===== src/hw/rtl/btape_pkg.sv =====
// shared types, constants and microprogram for the bracket tape interpreter
// no dependencies; imported by btape_seq and bracket_tape_interpreter

package btape_pkg;

    localparam int TAPE_DEPTH = 4096;
    localparam int PROG_DEPTH = 4096;

    localparam int TP_W   = $clog2(TAPE_DEPTH);
    localparam int PA_W   = $clog2(PROG_DEPTH);
    localparam int PLEN_W = $clog2(PROG_DEPTH + 1);
    localparam int UPC_W  = 5;

    localparam logic [2:0] ST_OK        = 3'd0;
    localparam logic [2:0] ST_END       = 3'd1;
    localparam logic [2:0] ST_WAIT      = 3'd2;
    localparam logic [2:0] ST_UNMATCHED = 3'd3;
    localparam logic [2:0] ST_FULL      = 3'd4;

    localparam logic [7:0] CH_RIGHT = 8'h3E;
    localparam logic [7:0] CH_LEFT  = 8'h3C;
    localparam logic [7:0] CH_INC   = 8'h2B;
    localparam logic [7:0] CH_DEC   = 8'h2D;
    localparam logic [7:0] CH_PUT   = 8'h2E;
    localparam logic [7:0] CH_GET   = 8'h2C;
    localparam logic [7:0] CH_OPEN  = 8'h5B;
    localparam logic [7:0] CH_CLOSE = 8'h5D;

    typedef struct packed {
        logic       operation;
        logic [7:0] prog_char;
        logic       first_char;
        logic [7:0] in_byte;
        logic       in_valid;
    } item_t;

    typedef struct packed {
        logic [2:0] status;
        logic [7:0] out_byte;
        logic       out_valid;
    } result_t;

    typedef logic [UPC_W-1:0] upc_t;

    localparam upc_t U_IDLE      = 5'd0;
    localparam upc_t U_DISPATCH  = 5'd1;
    localparam upc_t U_LOAD      = 5'd2;
    localparam upc_t U_RIGHT     = 5'd3;
    localparam upc_t U_LEFT      = 5'd4;
    localparam upc_t U_INC       = 5'd5;
    localparam upc_t U_DEC       = 5'd6;
    localparam upc_t U_PUT       = 5'd7;
    localparam upc_t U_GET       = 5'd8;
    localparam upc_t U_WAIT      = 5'd9;
    localparam upc_t U_ADV       = 5'd10;
    localparam upc_t U_FWD_INIT  = 5'd11;
    localparam upc_t U_FWD_TEST  = 5'd12;
    localparam upc_t U_FWD_EVAL  = 5'd13;
    localparam upc_t U_FWD_DONE  = 5'd14;
    localparam upc_t U_BWD_INIT  = 5'd15;
    localparam upc_t U_BWD_TEST  = 5'd16;
    localparam upc_t U_BWD_READ  = 5'd17;
    localparam upc_t U_BWD_EVAL  = 5'd18;
    localparam upc_t U_BWD_DONE  = 5'd19;
    localparam upc_t U_UNMATCHED = 5'd20;
    localparam upc_t U_END       = 5'd21;
    localparam upc_t U_STOP_RPT  = 5'd22;
    localparam upc_t U_EMIT      = 5'd31;

    typedef enum logic [3:0] {
        C_NEVER,
        C_ALWAYS,
        C_NO_ITEM,
        C_DISPATCH,
        C_FWD_OUT,
        C_FWD_MORE,
        C_IDX_ZERO,
        C_BWD_MORE,
        C_OUT_BUSY
    } cond_t;

    typedef enum logic [4:0] {
        A_NONE,
        A_LOAD,
        A_RIGHT,
        A_LEFT,
        A_INC,
        A_DEC,
        A_PUT,
        A_GET,
        A_WAIT,
        A_ADV,
        A_FWD_INIT,
        A_FWD_EVAL,
        A_SP_SCAN,
        A_BWD_INIT,
        A_IDX_DEC,
        A_BWD_EVAL,
        A_UNMATCHED,
        A_END,
        A_STOP_RPT,
        A_EMIT
    } act_t;

    typedef struct packed {
        cond_t cond;
        upc_t  target;
        act_t  act;
        logic  scan_sel;
        logic  take;
    } ctrl_word_t;

    typedef struct packed {
        logic no_item;
        logic fwd_out;
        logic fwd_more;
        logic idx_zero;
        logic bwd_more;
        logic out_busy;
        upc_t disp_target;
    } seq_flags_t;

    function automatic ctrl_word_t mk_word(input cond_t c, input upc_t t, input act_t a,
                                           input logic sel, input logic take);
        ctrl_word_t w;
        w.cond     = c;
        w.target   = t;
        w.act      = a;
        w.scan_sel = sel;
        w.take     = take;
        return w;
    endfunction

    function automatic ctrl_word_t ucode_rom(input upc_t addr);
        ctrl_word_t w;
        unique case (addr)
            U_IDLE:      w = mk_word(C_NO_ITEM,  U_IDLE,     A_NONE,      1'b0, 1'b1);
            U_DISPATCH:  w = mk_word(C_DISPATCH, U_IDLE,     A_NONE,      1'b0, 1'b0);
            U_LOAD:      w = mk_word(C_ALWAYS,   U_EMIT,     A_LOAD,      1'b0, 1'b0);
            U_RIGHT:     w = mk_word(C_ALWAYS,   U_EMIT,     A_RIGHT,     1'b0, 1'b0);
            U_LEFT:      w = mk_word(C_ALWAYS,   U_EMIT,     A_LEFT,      1'b0, 1'b0);
            U_INC:       w = mk_word(C_ALWAYS,   U_EMIT,     A_INC,       1'b0, 1'b0);
            U_DEC:       w = mk_word(C_ALWAYS,   U_EMIT,     A_DEC,       1'b0, 1'b0);
            U_PUT:       w = mk_word(C_ALWAYS,   U_EMIT,     A_PUT,       1'b0, 1'b0);
            U_GET:       w = mk_word(C_ALWAYS,   U_EMIT,     A_GET,       1'b0, 1'b0);
            U_WAIT:      w = mk_word(C_ALWAYS,   U_EMIT,     A_WAIT,      1'b0, 1'b0);
            U_ADV:       w = mk_word(C_ALWAYS,   U_EMIT,     A_ADV,       1'b0, 1'b0);
            U_FWD_INIT:  w = mk_word(C_NEVER,    U_IDLE,     A_FWD_INIT,  1'b0, 1'b0);
            U_FWD_TEST:  w = mk_word(C_FWD_OUT,  U_UNMATCHED, A_NONE,     1'b1, 1'b0);
            U_FWD_EVAL:  w = mk_word(C_FWD_MORE, U_FWD_TEST, A_FWD_EVAL,  1'b1, 1'b0);
            U_FWD_DONE:  w = mk_word(C_ALWAYS,   U_EMIT,     A_SP_SCAN,   1'b0, 1'b0);
            U_BWD_INIT:  w = mk_word(C_NEVER,    U_IDLE,     A_BWD_INIT,  1'b0, 1'b0);
            U_BWD_TEST:  w = mk_word(C_IDX_ZERO, U_UNMATCHED, A_IDX_DEC,  1'b1, 1'b0);
            U_BWD_READ:  w = mk_word(C_NEVER,    U_IDLE,     A_NONE,      1'b1, 1'b0);
            U_BWD_EVAL:  w = mk_word(C_BWD_MORE, U_BWD_TEST, A_BWD_EVAL,  1'b1, 1'b0);
            U_BWD_DONE:  w = mk_word(C_ALWAYS,   U_EMIT,     A_SP_SCAN,   1'b0, 1'b0);
            U_UNMATCHED: w = mk_word(C_ALWAYS,   U_EMIT,     A_UNMATCHED, 1'b0, 1'b0);
            U_END:       w = mk_word(C_ALWAYS,   U_EMIT,     A_END,       1'b0, 1'b0);
            U_STOP_RPT:  w = mk_word(C_ALWAYS,   U_EMIT,     A_STOP_RPT,  1'b0, 1'b0);
            U_EMIT:      w = mk_word(C_OUT_BUSY, U_EMIT,     A_EMIT,      1'b0, 1'b0);
            default:     w = mk_word(C_ALWAYS,   U_IDLE,     A_NONE,      1'b0, 1'b0);
        endcase
        return w;
    endfunction

    function automatic upc_t dispatch_map(input logic is_load, input logic stopped,
                                          input logic at_end, input logic [7:0] cmd,
                                          input logic cell_zero, input logic byte_ok);
        upc_t t;
        if (is_load) begin
            t = U_LOAD;
        end else if (stopped) begin
            t = U_STOP_RPT;
        end else if (at_end) begin
            t = U_END;
        end else begin
            unique case (cmd)
                CH_RIGHT: t = U_RIGHT;
                CH_LEFT:  t = U_LEFT;
                CH_INC:   t = U_INC;
                CH_DEC:   t = U_DEC;
                CH_PUT:   t = U_PUT;
                CH_GET:   t = byte_ok ? U_GET : U_WAIT;
                CH_OPEN:  t = cell_zero ? U_FWD_INIT : U_ADV;
                CH_CLOSE: t = U_BWD_INIT;
                default:  t = U_ADV;
            endcase
        end
        return t;
    endfunction

endpackage


===== src/hw/rtl/btape_seq.sv =====
// microprogram sequencer: step counter, control rom and conditional jumps
// depends on btape_pkg

module btape_seq import btape_pkg::*; (
    input  logic       clk,
    input  logic       rst_n,
    input  seq_flags_t flags,
    output ctrl_word_t ctrl
);

    upc_t upc_reg;
    upc_t upc_next;
    upc_t target;
    logic taken;

    assign ctrl = ucode_rom(upc_reg);

    always_comb
    begin
        target = ctrl.target;
        unique case (ctrl.cond)
            C_NEVER:    taken = 1'b0;
            C_ALWAYS:   taken = 1'b1;
            C_NO_ITEM:  taken = flags.no_item;
            C_DISPATCH:
            begin
                taken  = 1'b1;
                target = flags.disp_target;
            end
            C_FWD_OUT:  taken = flags.fwd_out;
            C_FWD_MORE: taken = flags.fwd_more;
            C_IDX_ZERO: taken = flags.idx_zero;
            C_BWD_MORE: taken = flags.bwd_more;
            C_OUT_BUSY: taken = flags.out_busy;
            default:    taken = 1'b0;
        endcase
        upc_next = taken ? target : upc_reg + UPC_W'(1);
    end

    always_ff @(posedge clk or negedge rst_n)
    begin
        if (!rst_n)
        begin
            upc_reg <= U_IDLE;
        end
        else
        begin
            upc_reg <= upc_next;
        end
    end

endmodule


===== config.mk =====
export PLATFORM = sky130hd
export DESIGN_NAME = btape_seq
export DESIGN_NICKNAME = d
export VERILOG_FILES = /design/src/hw/rtl/btape_pkg.sv /design/src/hw/rtl/btape_seq.sv
export SDC_FILE = /design/constraint.sdc
export NUM_CORES = 1
export LEC_CHECK = 0
export ABC_AREA = 1
export ABC_CLOCK_PERIOD_IN_PS = 2100
export BUFFER_PORTS_ARGS = -buffer_cell sky130_fd_sc_hd__buf_2
export CORE_UTILIZATION = 40
export CTS_CLUSTER_DIAMETER = 80
export CTS_CLUSTER_SIZE = 10
export DETAILED_ROUTE_END_ITERATION = 10
export HOLD_SLACK_MARGIN = 0.03
export MAX_ROUTING_LAYER = met4
export PLACE_DENSITY = 0.62
export SYNTH_ARGS = -nofsm -noshare
export SYNTH_HDL_FRONTEND = slang
export SYNTH_SLANG_ARGS = --single-unit

===== constraint.sdc =====
create_clock -name clk -period 2.1 [get_ports clk]
set_clock_uncertainty 0.1 [all_clocks]
set_input_delay 0.42 -clock clk [delete_from_list [all_inputs] [get_ports clk]]
set_output_delay 0.42 -clock clk [all_outputs]
set_load 0.005 [all_outputs]

=== Word-level counts from Yosys, hierarchy flattened ===
Memories as Yosys holds them, arrays and structs flattened.
Index checks and enable logic that the tools add are counted.

* Flip-flop bits (word level): 5
* Memory bits (read-only): 512
* Input port bits: 13
* Output and inout bits: 16
* Word-level logic and storage cells: 15
* Memories: 1

* Add/subtract/negate cells: 1
* Equality and inequality tests: 8
* Mux-type cells: 3
* Reduce and logical (&&, ||, !) cells: 1

{| class="wikitable"
|+ Memories
! memory !! depth !! bits a word !! rd ports !! clocked after memory_dff !! write ports !! RTL line !! source
|-
| (no name shown) || 32 || 16 || 1 || 0 || 0 || btape_pkg.sv:136 || <nowiki>unique case (addr)</nowiki>
|}

{| class="wikitable"
|+ Operator list
! cell !! number
|-
| $eq A4 B3 Y1 const B || 4
|-
| $mux W5 || 2
|-
| $eq A4 B2 Y1 const B || 2
|-
| $pmux W1 S7 || 1
|-
| $add A5 B1 Y5 const B || 1
|-
| $eq A4 B1 Y1 const B || 1
|-
| $eq A4 B4 Y1 const B || 1
|-
| $reduce_or A2 Y1 || 1
|}

=== Longest topological paths before layout ===
Gate-level depths: netlist (run 1).
An unclocked memory read counts as a cell.

* Word-level depth: 5
* Mapped depth: 13

=== Worst setup path after synthesis (run 1) ===
OpenSTA, ideal clock, no wires.

* Kind: reg2out
* Start point: register upc_reg[0]
* End point: output port ctrl[3] (netlist name)
* Data arrival time: 1.514 ns
* Data required time: 1.580 ns
* Setup slack: 0.066 ns
* Cell stages (with the launch flop): 6
* Path buffers: 0
* Path through: dfrtp_1 ha_1 ha_1 nand2_1 nor2_4 or4_1

{| class="wikitable"
|+ RTL lines
! item !! RTL line !! source
|-
| from (decl) || btape_seq.sv:11 || <nowiki>upc_t upc_reg;</nowiki>
|-
| from (signal assigned) || btape_seq.sv:48 || <nowiki>upc_reg <= upc_next;</nowiki>
|-
| to (decl) || btape_seq.sv:8 || <nowiki>output ctrl_word_t ctrl</nowiki>
|}

==> reports/metrics.yaml, run 1 <==
status: "finished with violations"
violations: "negative setup slack"
cap_violations: 0
vias_per_cell: 5.196
fin_ws_ps: -371.0
grt_max_degree: 11
clockBufferDepth: 2
period_share_pct: 117.7
synth.net_count: 173
critPathRequiredTime_ps: 1580
boundaryPins: 29
crit_fanout: 3
cp_data_arrival_time_ps: 1950
hold_violations: 0
drive_above_1_share_pct: 68.89
maxSlewHeadroom_pct: 78.47
cts_root_buf: "clkbuf_4"
antenna_found_initial: 0
synth_seq_cells: 5
die_area_um2: 2843
hold_class: "in -> reg"
overflow: 0
holdWs_ps: 380.7
drtPass1Iterations: 4
cts_tree: "done"
drc_errors: 0
synth_area_per_cell_um2: 6.931
period_minus_slack_ps: 2471
numPortBuffers: 28
synth_top_cell_by_area: "dfrtp_1"
grt_pass1_vias: 1239
synth_cells: 152
antenna_cells: 0
startpoint_type: "register"
totalWireLength_mm: 3.851
synthFlopType: "dfrtp_1"
synth_top_area_share_pct: 11.88
synth_cell_types: 31
end_kind: "primary output"
rsz0062_at_grt: "yes"
synth_area_um2: 1054
final_nets: 247
yosysWarnings: 0
largest_register_ffs: 5
grt_pass1_wl_mm: 5.602
die_h_um: 53.32
routedWlPerCell_um: 15.10
track_usage_pct: 28.06
ys_seq_area_share_pct: 11.88
worst_slew_pin_slew_ps: 322.9
synthTopCellsByArea: "dfrtp_1 12%, nand2_1 11%, ha_1 9.5%, inv_1 6.1%, nor2_8 5.7%"
htree_num_levels: 1
timing.fmax_ghz: 0.4047
dp_hpwl_mm: 2.431
clock_latency_ps: 260
cts_buffers: 3
design.core.area_um2: 2477
cts.sinks: 5
finalWeightedCongestion: 0.8937
synth.most_common_cell: "nand2_1"
synth_commonest_cells: "31 x nand2_1, 17 x inv_1, 10 x nand3_1, 10 x nor2_1, 9 x a21oi_1"
num_rows: 18
synthToLayoutAreaGrowth_pct: 77.08
critPathKind: "reg -> out"
vias: 1325
setup_viol: 18
die_w_um: 53.32
async_flop_share_pct: 100.0
drt_iter0_drc: 28
num-fill-cells: 176
ant_nets: 0
initial_core_util_pct: 42.53
clk_pin_slew_ps: 40
dpl.cell_count: 231
synth_edf_count: 0
instances_no_fill: 255
slew_viol_final: 0
==> critical path: stages (launching register included) <==
cell and delay, ps:
dfrtp_1 410, buf_6 130, inv_4 30, ha_4 260, inv_2 50, nand2_2 70, a21oi_1 70, or4_1 540
buf_2 150
==> repair_timing <==
action,CTS,global route
buffers inserted,16,5
gates resized for setup,47,32
endpoints found under the setup margin,18,19
endpoints found under the hold margin,5,0
hold buffers,1,0
pin swaps,17,10
==> path summary, 6_finish.rpt <==
path | start | to | slack (ps) | cells after the start
max | upc_reg[0] | ctrl[3] | -370 | 8
min | flags[1] | upc_reg[1] | 380 | 5
max reg2reg | upc_reg[0] | upc_reg[3] | -120 | 13
min reg2reg | upc_reg[3] | upc_reg[3] | 650 | 3
max in group asynchronous | rst_n | upc_reg[1] | 1350 | 2
min in group asynchronous | rst_n | upc_reg[4] | 400 | 2
==> cell usage in the layout, fill, tap and decap left out, drive strengths merged <==
master,synthesis,layout
a21boi,2,2
a21oi,9,9
buf,3,71
clkbuf,0,4
dfrtp,5,5
dlygate4sd3,0,1
ha,8,8
inv,26,26
nand2,40,40
nand3,16,16
nand4,6,6
nor2,18,18
nor3,2,2
nor4,1,1
o211ai,1,1
o21a,1,1
o21ai,11,11
or4,1,1
xor2,2,2
==> kinds of logic (layout without fill, tap and decap cells) <==
| logic type | after synthesis | in the layout | share of synthesized area [%] |
|---|---|---|---|
| buf+inv | 29 | 102 | 12.00 |
| xor+xnor | 2 | 2 | 1.663 |
| flops | 5 | 5 | 11.88 |
| fa+ha+maj | 8 | 8 | 9.502 |
| simple gates | 84 | 84 | 52.61 |
| compound gates | 24 | 24 | 12.35 |
==> final cells by class <==
type	instances	area [um2]	area share, %
tap	30	37.54	2.012
clock buffer	4	26.28	1.408
multi-input combinational	118	1027	55.06
timing repair buffer	72	535.5	28.71
inverter	26	110.1	5.902
sequential	5	128.9	6.908
==> metal layers <==
layer	wire length, um	up-vias	global-route usage, %	part of all wire [%]
met5	0	-	-	0
met4	133	0	9.211	3.5
met3	161	15	4.310	4.2
met2	1958	50	46.46	51
met1	1599	613	34.41	42
li1	-	647	-	-
==> through the flow <==
| stage | setup WS, ps | TNS [ps] | utilization [%] | instance area (um2) |
|---|---|---|---|---|
| 4_1_cts | -286.3 | -1975 | 69.09 | 1712 |
| 3_5_place_dp | -78.15 | -359.6 | 56.01 | 1388 |
| 6_report | -371.0 | -3183 | 75.30 | 1866 |
| 2_1_floorplan | 65.68 | 0 | - | 1054 |
| 3_3_place_gp | -51.88 | -109.6 | 56.01 | 1388 |
| 5_1_grt | -434.9 | -4780 | 75.30 | 1866 |
Power of run 1 is not shown: default switching activity piles up to over one toggle a cycle in this logic, so the estimate is an artifact.
==> run 2, diff against run 1 <==
GPL_TIMING_DRIVEN = 0   (was default)
==> run 2 against run 1 <==
Net effect:
- the run still ends with negative setup slack left
- critical path type unchanged
- maximum frequency is 5.8% higher
- global-route usage is 1.2 points lower
- first-iteration DRC count is 11% lower
- die area stayed put
- flip-flop and latch count stayed put
- setup slack better by 140 ps
- core utilization is 11 points lower
- sequential share of layout area is 1.1 points higher
- highest routed layer unchanged
- routed wire length is 13% lower
- via count is 9.0% lower
==> reports/metrics.yaml, run 2 (synthesis results as in run 1) <==
violations: "negative setup slack"
die_area_um2: 2843  # unchanged
finalWeightedCongestion: 0.8228  # -7.9%
vias: 1206  # -9.0%
grt_pass1_wl_mm: 5.388  # -3.8%
crit_fanout: 5  # +2
timing.fmax_ghz: 0.4282  # +5.8%
cp_data_arrival_time_ps: 1820  # -130 ps
largest_register_ffs: 5  # unchanged
pwr-share-comb_pct: 88.8
end_kind: "primary output"
drtPass1Iterations: 4  # unchanged
setup_viol: 9  # -9
leakage_nw: 0.8396
design.core.area_um2: 2477  # unchanged
vias_per_cell: 5.198  # about the same
routedWlPerCell_um: 14.50  # -4.0%
fin_ws_ps: -235.2  # +135.9 ps
boundaryPins: 29  # unchanged
slew_viol_final: 0  # unchanged
layout_common_cells: "27 x buf_2, 23 x nand2_1, 13 x buf_4, 13 x inv_1, 12 x nand2_2"
period_minus_slack_ps: 2335  # -135.9 ps
grt_max_degree: 11  # unchanged
die_h_um: 53.32  # unchanged
cap_violations: 0  # unchanged
maxSlewHeadroom_pct: 75.97  # -2.5 points
num-fill-cells: 221  # +26%
critPathRequiredTime_ps: 1580  # about the same
num_rows: 18  # unchanged
overflow: 0  # unchanged
mostFrequentLayoutCell: "buf_2"
htree_num_levels: 1  # unchanged
clockBufferDepth: 2  # unchanged
cts_root_buf: "clkbuf_4"
drc_errors: 0  # unchanged
totalWireLength_mm: 3.363  # -13%
grt_pass1_vias: 1188  # -4.1%
track_usage_pct: 26.85  # -1.2 points
post-route-util_pct: 64.75  # -11 points
status: "finished with violations"
drive_above_1_share_pct: 59.41  # -9.5 points
total_power_mw: 3.398
synthToLayoutAreaGrowth_pct: 52.26
antenna_found_initial: 0  # unchanged
dp_hpwl_mm: 2.256  # -7.2%
pwr-share-clk_pct: 3.4
irDropWorstVdd_uv: 1524
final_nets: 224  # -9.3%
period_share_pct: 111.2  # -6.5 points
swShare_pct: 55.03
place_ws_ps: -233.2  # -155.0 ps
cellPowerDensity_nw_per_um2: 2118
p_sw_mw: 1.870
startpoint_type: "register"
worst_slew_pin_slew_ps: 360.5  # +37.61 ps
numPortBuffers: 28  # unchanged
clock_latency_ps: 240  # -20 ps
hold_class: "in -> reg"
hold_violations: 0  # unchanged
critPathKind: "reg -> out"
ff2ff_path_depth: 13  # unchanged
rsz0062_at_grt: "yes"
cts.sinks: 5  # unchanged
p_int_mw: 1.528
antenna_cells: 0  # unchanged
clk_pin_slew_ps: 50  # about the same
holdPathStages: 5  # unchanged
cts_tree: "done"
initial_core_util_pct: 42.53  # unchanged
cts_buffers: 3  # unchanged
drt_iter0_drc: 25  # -11%
seqPwrFrac_pct: 7.8
die_w_um: 53.32  # unchanged
ant_nets: 0  # unchanged
tns_ps: -1300  # +1884 ps
## run 2: repair_timing
action / 4_1_cts / 5_1_grt
endpoints found under the hold margin: 5 / 0
endpoints found under the setup margin: 13 / 18
pin swaps: 11 / 3
setup buffers: 17 / 0
hold buffers: 1 / 0
gates resized for setup: 40 / 15
## run 2: worst max-delay path, cell delays in order, from the launching register on
cell and delay (ps):
dfrtp_2 440, ha_4 200, ha_4 160, nand2_4 60
nor2_4 70, or4_1 510, buf_2 140
## run 2: worst paths after layout
| check | startpoint | end | slack (ps) |
|---|---|---|---|
| max reg2reg | upc_reg[1] | upc_reg[3] | 20 |
| max | upc_reg[0] | ctrl[3] | -240 |
| min | flags[2] | upc_reg[2] | 380 |
| min in group asynchronous | rst_n | upc_reg[0] | 420 |
| min reg2reg | upc_reg[0] | upc_reg[0] | 690 |
| max in group asynchronous | rst_n | upc_reg[1] | 1340 |
## run 2: layout make-up
cell class	instances	area, um2	share of cell area (%)
plain buffers	3	30.03	1.872
clock buffers	4	26.28	1.638
inverters	26	105.1	6.552
multi-input cells	118	964.7	60.14
flip-flops and latches	5	128.9	8.034
well taps	30	37.54	2.340
repair buffers	46	311.5	19.42
## run 2: power by group through the flow
stage          clock network (mW)  registers (mW)  logic, mW
2_1_floorplan                   0           0.220       1.67
3_3_place_gp                    0           0.238       2.20
3_5_place_dp                    0           0.238       2.23
4_1_cts                     0.119           0.254       2.81
5_1_grt                     0.124           0.272       3.29
6_report                    0.114           0.266       3.02
## run 2: per-layer routing
layer / routed length [um] / global-route usage (%) / part of all wire, %
met3: 100 / 3.448 / 3.0
met2: 1827 / 46.67 / 54
met4: 14 / 10.53 / 0.42
met1: 1421 / 30.85 / 42
met5: 0 / - / 0
## run 2: metrics by stage
stage	hold WS [ps]	area, um2	instances
5_1_grt	407.8	1604	232
4_1_cts	369.1	1565	232
6_report	379.0	1604	232
2_1_floorplan	24.41	1054	152
3_5_place_dp	143.2	1231	210
3_3_place_gp	132.7	1231	210
Power figures use the tool's default switching activity.
==> run 3, diff against run 2 <==
ABC_CLOCK_PERIOD_IN_PS = 2000   (was 2100)
PLACE_DENSITY = 0.64   (was 0.62)
clock period = 2 ns   (was 2.1 ns; I/O delays follow)
==> run 3 against run 2 <==
Net effect:
- global-route usage down 1.4 points
- first-iteration DRC count decreased by 12%
- via count up 0.75%
- core utilization grew 3.9 points
- clock-buffer cell count is the same
- hold slack worse by 14 ps
- critical path depth up 1
- the flow still finishes with violations (negative setup slack)
- largest cell class unchanged
==> reports/metrics.yaml, run 3 (synthesis results as in run 1) <==
status: "finished with violations"
violations: "negative setup slack"
die_area_um2: 2843  # unchanged
cts_buffers: 3  # unchanged
critPathRequiredTime_ps: 1500  # -80 ps
end_kind: "primary output"
die_h_um: 53.32  # unchanged
setup_viol: 15  # +6
num-fill-cells: 195  # -12%
ff2ff_setup_slack_ps: -40  # -60 ps
dp_hpwl_mm: 2.230  # -1.1%
cts_root_buf: "clkbuf_4"
die_w_um: 53.32  # unchanged
antenna_cells: 0  # unchanged
synthToLayoutAreaGrowth_pct: 61.40
period_share_pct: 116.6
vias_per_cell: 5.105  # -1.8%
numPortBuffers: 28  # unchanged
boundaryPins: 29  # unchanged
drtPass1Iterations: 4  # unchanged
grt_max_degree: 11  # unchanged
antenna_found_initial: 0  # unchanged
overflow: 0  # unchanged
slew_viol_final: 0  # unchanged
num_rows: 18  # unchanged
rsz0062_at_grt: "yes"
drc_errors: 0  # unchanged
routedWlPerCell_um: 14.53  # +0.26%
final_cell_area_um2: 1700  # +6.0%
initial_core_util_pct: 42.53  # unchanged
design.core.area_um2: 2477  # unchanged
largest_register_ffs: 5  # unchanged
critPathKind: "reg -> out"
drive_above_1_share_pct: 62.50  # +3.1 points
clockBufferDepth: 2  # unchanged
final_nets: 230  # +2.7%
period_minus_slack_ps: 2332
htree_num_levels: 1  # unchanged
grt_pass1_wl_mm: 5.016  # -6.9%
track_usage_pct: 25.44  # -1.4 points
cts_tree: "done"
cap_violations: 0  # unchanged
grt_pass1_vias: 1132  # -4.7%
hold_violations: 0  # unchanged
clk_pin_slew_ps: 40  # about the same
clock_latency_ps: 240  # about the same
drt_iter0_drc: 22  # -12%
vias: 1215  # +0.75%
fin_ws_ps: -332.0  # -96.82 ps
cts.sinks: 5  # unchanged
hold_class: "in -> reg"
mostFrequentLayoutCell: "buf_2"
totalWireLength_mm: 3.459  # +2.9%
place_ws_ps: -244.4  # -11.24 ps
finalWeightedCongestion: 0.8937  # +8.6%
timing.fmax_ghz: 0.4288
ant_nets: 0  # unchanged
layout_common_cells: "26 x buf_2, 23 x nand2_1, 17 x buf_4"
worst_slew_pin_slew_ps: 389.3  # +28.79 ps
ff2ff_path_depth: 13  # unchanged
maxSlewHeadroom_pct: 74.05  # -1.9 points
startpoint_type: "register"
cp_data_arrival_time_ps: 1830  # about the same
crit_fanout: 3  # -2
holdPathStages: 5  # unchanged
placed_area_um2: 1234  # +0.20%
==> run 3: cell types whose count changed in the layout (fill, tap and decap cells not counted), sizes merged <==
cell / delta
buf: +6
==> run 3: critical path, stage by stage, from the launching register on <==
cell,delay (ps)
dfrtp_2,410
inv_2,100
ha_4,290
inv_4,40
nand2_2,80
a21oi_2,60
or4_1,490
buf_2,140
==> run 3: through the flow <==
stage	setup TNS (ps)	instances	hold WS [ps]	util [%]
after floorplan	0	152	4.409	-
after CTS	-1960	234	362.3	63.13
after global placement	-1317	210	114.1	49.80
final	-2196	238	364.7	68.64
after global routing	-3542	238	381.8	68.64
after detailed placement	-1394	210	116.6	49.80
==> run 3: final timing paths <==
check	start	endpoint
max in group asynchronous	rst_n	upc_reg[0]
min	flags[0]	upc_reg[0]
max reg2reg	upc_reg[0]	upc_reg[2]
min in group asynchronous	rst_n	upc_reg[1]
min reg2reg	upc_reg[0]	upc_reg[0]
max	upc_reg[0]	ctrl[3]
==> run 3: area by class of cell <==
cell class | instances | area [um2] | area share, %
inverters | 26 | 110.1 | 6.475
flip-flops and latches | 5 | 127.6 | 7.505
repair buffers | 52 | 357.8 | 21.04
plain buffers | 3 | 33.78 | 1.987
multi-input cells | 118 | 1007 | 59.23
clock buffers | 4 | 26.28 | 1.545
well taps | 30 | 37.54 | 2.208
==> run 3: timing repair <==
action	4_1_cts	5_1_grt
hold endpoints to repair	5	0
setup endpoints to repair	18	20
pin swaps	16	11
hold buffers	1	0
resized for setup	40	28
setup buffers	19	5
==> run 3: routing by layer <==
layer  up-vias  global-route usage (%)  routed length [um]
met1       560                   30.29                1461
met5         -                       -                   0
li1        606                       -                   -
met2        40                   44.38                1792
met3         9                   3.448                 132
met4         0                   6.579                  71
Power of run 3 is left out for the same reason.
